[src/sv/kvt_pkg.sv]
// Shared types and constants for the key/value table.
// Used by kvt_ctrl, kvt_dp and key_value_table; no dependencies.
package kvt_pkg;

  localparam int unsigned DEF_ENTRIES    = 128;
  localparam int unsigned DEF_KEY_BITS   = 64;
  localparam int unsigned DEF_VALUE_BITS = 64;

  localparam int unsigned CMD_W  = 2;
  localparam int unsigned STAT_W = 3;

  localparam logic [CMD_W-1:0] CMD_PUT = 2'd0;
  localparam logic [CMD_W-1:0] CMD_GET = 2'd1;
  localparam logic [CMD_W-1:0] CMD_DEL = 2'd2;

  typedef enum logic [STAT_W-1:0] {
    STAT_STORED  = 3'd0,
    STAT_FOUND   = 3'd1,
    STAT_EMPTY   = 3'd2,
    STAT_MISSING = 3'd3,
    STAT_DELETED = 3'd4,
    STAT_FULL    = 3'd5
  } status_e;

  typedef enum logic [2:0] {
    S_IDLE,
    S_START,
    S_SCAN,
    S_SHIFT,
    S_RESP
  } state_e;

  // controller -> datapath
  typedef struct packed {
    logic    load;
    logic    scan_en;
    logic    wr_hit;
    logic    append;
    logic    shift_start;
    logic    shift_en;
    logic    dec_count;
    logic    res_load;
    status_e res_status;
    logic    res_use_rd;
    logic    out_load;
  } ctrl_cmd_t;

  // datapath -> controller
  typedef struct packed {
    logic [CMD_W-1:0] cmd;
    logic             cnt_zero;
    logic             cnt_full;
    logic             hit;
    logic             miss;
    logic             shift_done;
    logic             out_free;
  } dp_status_t;

endpackage

[src/sv/kvt_ctrl.sv]
// Sequencer for the key/value table: decode, scan, compaction, response.
// Depends on kvt_pkg; drives kvt_dp through ctrl_cmd_t.
module kvt_ctrl (
  input  logic                clk_i,
  input  logic                rst_ni,
  input  logic                in_valid_i,
  output logic                in_ready_o,
  input  kvt_pkg::dp_status_t stat_i,
  output kvt_pkg::ctrl_cmd_t  cmd_o
);
  import kvt_pkg::*;

  state_e state_q, state_d;

  always_ff @(posedge clk_i or negedge rst_ni) begin
    if (!rst_ni) begin
      state_q <= S_IDLE;
    end else begin
      state_q <= state_d;
    end
  end

  always_comb begin
    state_d          = state_q;
    cmd_o            = '0;
    cmd_o.res_status = STAT_MISSING;
    in_ready_o       = 1'b0;
    unique case (state_q)
      S_IDLE: begin
        in_ready_o = 1'b1;
        if (in_valid_i) begin
          cmd_o.load = 1'b1;
          state_d    = S_START;
        end
      end
      S_START: begin
        if (stat_i.cnt_zero) begin
          // nothing to search: answer straight away
          cmd_o.res_load = 1'b1;
          state_d        = S_RESP;
          priority if (stat_i.cmd == CMD_PUT) begin
            cmd_o.append     = 1'b1;
            cmd_o.res_status = STAT_STORED;
          end else if (stat_i.cmd == CMD_GET) begin
            cmd_o.res_status = STAT_EMPTY;
          end else begin
            cmd_o.res_status = STAT_MISSING;
          end
        end else if (stat_i.cmd == CMD_PUT || stat_i.cmd == CMD_GET ||
                     stat_i.cmd == CMD_DEL) begin
          cmd_o.scan_en = 1'b1;
          state_d       = S_SCAN;
        end else begin
          cmd_o.res_load   = 1'b1;
          cmd_o.res_status = STAT_MISSING;
          state_d          = S_RESP;
        end
      end
      S_SCAN: begin
        priority if (stat_i.hit) begin
          priority if (stat_i.cmd == CMD_PUT) begin
            cmd_o.wr_hit     = 1'b1;
            cmd_o.res_load   = 1'b1;
            cmd_o.res_status = STAT_STORED;
            state_d          = S_RESP;
          end else if (stat_i.cmd == CMD_GET) begin
            cmd_o.res_load   = 1'b1;
            cmd_o.res_status = STAT_FOUND;
            cmd_o.res_use_rd = 1'b1;
            state_d          = S_RESP;
          end else begin
            cmd_o.shift_start = 1'b1;
            state_d           = S_SHIFT;
          end
        end else if (stat_i.miss) begin
          cmd_o.res_load = 1'b1;
          state_d        = S_RESP;
          priority if (stat_i.cmd == CMD_PUT && stat_i.cnt_full) begin
            cmd_o.res_status = STAT_FULL;
          end else if (stat_i.cmd == CMD_PUT) begin
            cmd_o.append     = 1'b1;
            cmd_o.res_status = STAT_STORED;
          end else begin
            cmd_o.res_status = STAT_MISSING;
          end
        end else begin
          cmd_o.scan_en = 1'b1;
        end
      end
      S_SHIFT: begin
        if (stat_i.shift_done) begin
          cmd_o.dec_count  = 1'b1;
          cmd_o.res_load   = 1'b1;
          cmd_o.res_status = STAT_DELETED;
          state_d          = S_RESP;
        end else begin
          cmd_o.shift_en = 1'b1;
        end
      end
      S_RESP: begin
        if (stat_i.out_free) begin
          cmd_o.out_load = 1'b1;
          state_d        = S_IDLE;
        end
      end
      default: begin
        state_d = S_IDLE;
      end
    endcase
  end

endmodule

[config.mk]
export PLATFORM = sky130hd
export DESIGN_NAME = kvt_ctrl
export DESIGN_NICKNAME = d
export VERILOG_FILES = /design/src/sv/kvt_pkg.sv /design/src/sv/kvt_ctrl.sv
export SDC_FILE = /design/constraint.sdc
export NUM_CORES = 1
export LEC_CHECK = 0
export ABC_AREA = 1
export ABC_CLOCK_PERIOD_IN_PS = 1700
export BUFFER_PORTS_ARGS = -buffer_cell sky130_fd_sc_hd__buf_2
export CAP_MARGIN = 40
export CORE_AREA = 4 4 41 43
export DETAILED_ROUTE_END_ITERATION = 8
export DIE_AREA = 0 0 45 47
export GPL_ROUTABILITY_DRIVEN = 0
export SLEW_MARGIN = 10
export SYNTH_ARGS = -nofsm -noshare
export SYNTH_HDL_FRONTEND = slang
export SYNTH_SLANG_ARGS = --single-unit
[constraint.sdc]
create_clock -name clk_i -period 1.7 [get_ports clk_i]
set_clock_uncertainty 0.1 [all_clocks]
set_input_delay 0.085 -clock clk_i [delete_from_list [all_inputs] [get_ports clk_i]]
set_output_delay 0.085 -clock clk_i [all_outputs]
set_load 0.01 [all_outputs]
==> flow_summary.json <==
{
  "max_freq_ghz": 0.651,
  "dp_cells": 109,
  "die_area_um2": 2120,
  "required_ns": 1.51,
  "row_count": 13,
  "reg_top3": "state_q (3)",
  "regMostFlops": "state_q",
  "fillCellCount": 150,
  "setup_viol": 0,
  "met1_length_um": 460,
  "cts_buffer_depth": 2,
  "synthDistinctLibCells": 18,
  "fin_cells": 114,
  "area_growth_syn_to_layout_pct": 46.4,
  "clk_pin_slew_ns": 0.04,
  "synthesis.area_um2": 378,
  "crit_end": "cmd_o[5]",
  "fin_crit_ns": 1.54,
  "drive_above_1_share": 0.343,
  "final_net_count": 111,
  "highest_layer": "met4",
  "viasPerCell": 4.50,
  "syn_inst": 70,
  "cts.sinks": 3,
  "hold_viol": 0,
  "yosysWarnings": 0,
  "worst_pin_slew_ns": 0.234,
  "start_util": 0.290,
  "multi_input_area_um2": 246,
  "drt_wl_total_um": 1090,
  "cts_resized": 0,
  "status": "complete, no violations",
  "antenna_found_initial": 0,
  "ctsHtreeMaxLevel": 1,
  "cts_made_buffers": 3,
  "start_kind": "register",
  "cts_tree": "done",
  "dieWidth_um": 45,
  "power_density_nw_per_um2": 1320,
  "seq_area_um2": 75.1,
  "grt_use_total": 0.107,
  "r2r_slack_ns": 0.42,
  "post_drt_wl_per_cell_um": 9.58,
  "rsz0062_at_grt": "no",
  "setup.worst_path.end_class": "primary output",
  "synth_area_per_cell_um2": 5.40,
  "drv_cap": 0,
  "leakage_uw": 0.000358,
  "met3_length_um": 102,
  "portBuffers": 24,
  "grt_pass1_wl_um": 1710,
  "drtAntennaViolNets": 0,
  "dr_wl_met2_um": 510,
  "r2r_start": "state_q[1]",
  "drc": 0,
  "grt_start_max_net_pins": 8,
  "hpwl_um": 934,
  "core-area_um2": 1300,
  "post-route-period-util": 0.904,
  "crit_path_max_fanout": 7,
  "clkLatencyLatePin_ns": 0.23,
  "largest_reg_flops": 3,
  "syn-num-nets": 81,
  "ios": 25,
  "slew_violations": 0,
  "crit_type": "reg -> out",
  "slew-limit-headroom": 0.843,
  "first_global_vias": 457,
  "ys_ff_latch": 3,
  "ctsRootBufferMaster": "clkbuf_4",
  "yosysSeqAreaShare": 0.199,
  "ir_drop_uv": 533,
  "hold_path.class": "in -> async",
  "arrival_ns": 1.35,
  "n_antenna_cell": 0,
  "dr.pass1.iters": 4,
  "ff2ff_path_depth": 6,
  "drtIter0Drc": 8,
  "reg2reg_to": "state_q[0]",
  "die_y_um": 47,
  "overflow": 0,
  "tns_ns": 0,
  "worstSetupStartpoint": "state_q[2]",
  "num_vias": 513
}
## routing by layer
layer	track usage	vias to the layer above
met3	0.0230	2
li1	-	280
met5	0	-
met2	0.192	21
met1	0.118	210
met4	0.0526	0
## Yosys cell counts (all sizes together)
library cell,number,area share
nor2,15,0.16
nor4,1,0.017
nor3,1,0.013
dfrtp,3,0.20
nand4,1,0.017
o21bai,1,0.020
o31ai,1,0.033
o21ai,2,0.026
a21oi,2,0.026
nand3b,1,0.020
nand3,9,0.12
inv,15,0.15
o22ai,1,0.017
nand2,17,0.18
## timing repair
action | in CTS | in global routing
hold buffers | 1 | 0
setup endpoints to repair | 0 | 0
buffers inserted | 0 | 0
hold endpoints to repair | 3 | 0
## worst min-delay path by stage
| stage | end | slack [ns] | startpoint |
|---|---|---|---|
| final | state_q[0] | 0.08 | rst_ni |
| after global routing | state_q[2] | 0.1 | rst_ni |
| after CTS | state_q[0] | 0.07 | rst_ni |
| after detailed placement | state_q[0] | -0.22 | rst_ni |
| after global placement | state_q[0] | -0.22 | rst_ni |
| after floorplan | state_q[0] | -0.31 | rst_ni |
## power breakdown
part	total, µW	switching (µW)	leakage (µW)	internal (µW)
combinational	463	287	0.000304	176
sequential	145	42.8	0.0000389	102
clock	124	36.3	0.0000150	87.9
## cells in the final DEF (no fill, tap or decap), drive strengths merged
master,count
a21oi,2
buf,24
clkbuf,4
dfrtp,3
dlygate4sd3,1
inv,15
nand2,17
nand3,9
nand3b,1
nand4,1
nor2,15
nor3,1
nor4,1
o21ai,2
o21bai,1
o22ai,1
o31ai,1
## cells by family (layout without fill, tap and decap cells)
kind of cell	count (synthesis)	after routing	share of synthesized area
compound gates	7	7	0.123
buf+inv	15	44	0.149
simple gates	45	45	0.530
flops	3	3	0.199
## layout make-up
class / instances / share of cell area
Multi-Input combinational cell: 52 / 0.446
Tap cell: 15 / 0.0339
Inverter: 15 / 0.102
Clock buffer: 4 / 0.0475
Sequential cell: 3 / 0.136
Timing Repair Buffer: 25 / 0.235
## worst max-delay path, stage by stage (launching register included)
cell      delay (ns)
dfrtp_1         0.41
nor2_1          0.18
nand2_2         0.14
inv_2           0.10
nand3b_1        0.09
nand3_1         0.07
buf_2           0.13
## metrics by stage
step	worst slack, ns	utilization	instance area, µm²	hold slack [ns]	total power (µW)
2_1_floorplan	0.529	-	378	-0.311	450
3_3_place_gp	0.380	0.397	517	-0.218	608
3_5_place_dp	0.408	0.397	517	-0.218	611
4_1_cts	0.153	0.425	553	0.0701	743
5_1_grt	0.00808	0.425	553	0.0956	809
6_report	0.163	0.425	553	0.0780	733
Power figures use the tool's default switching activity.
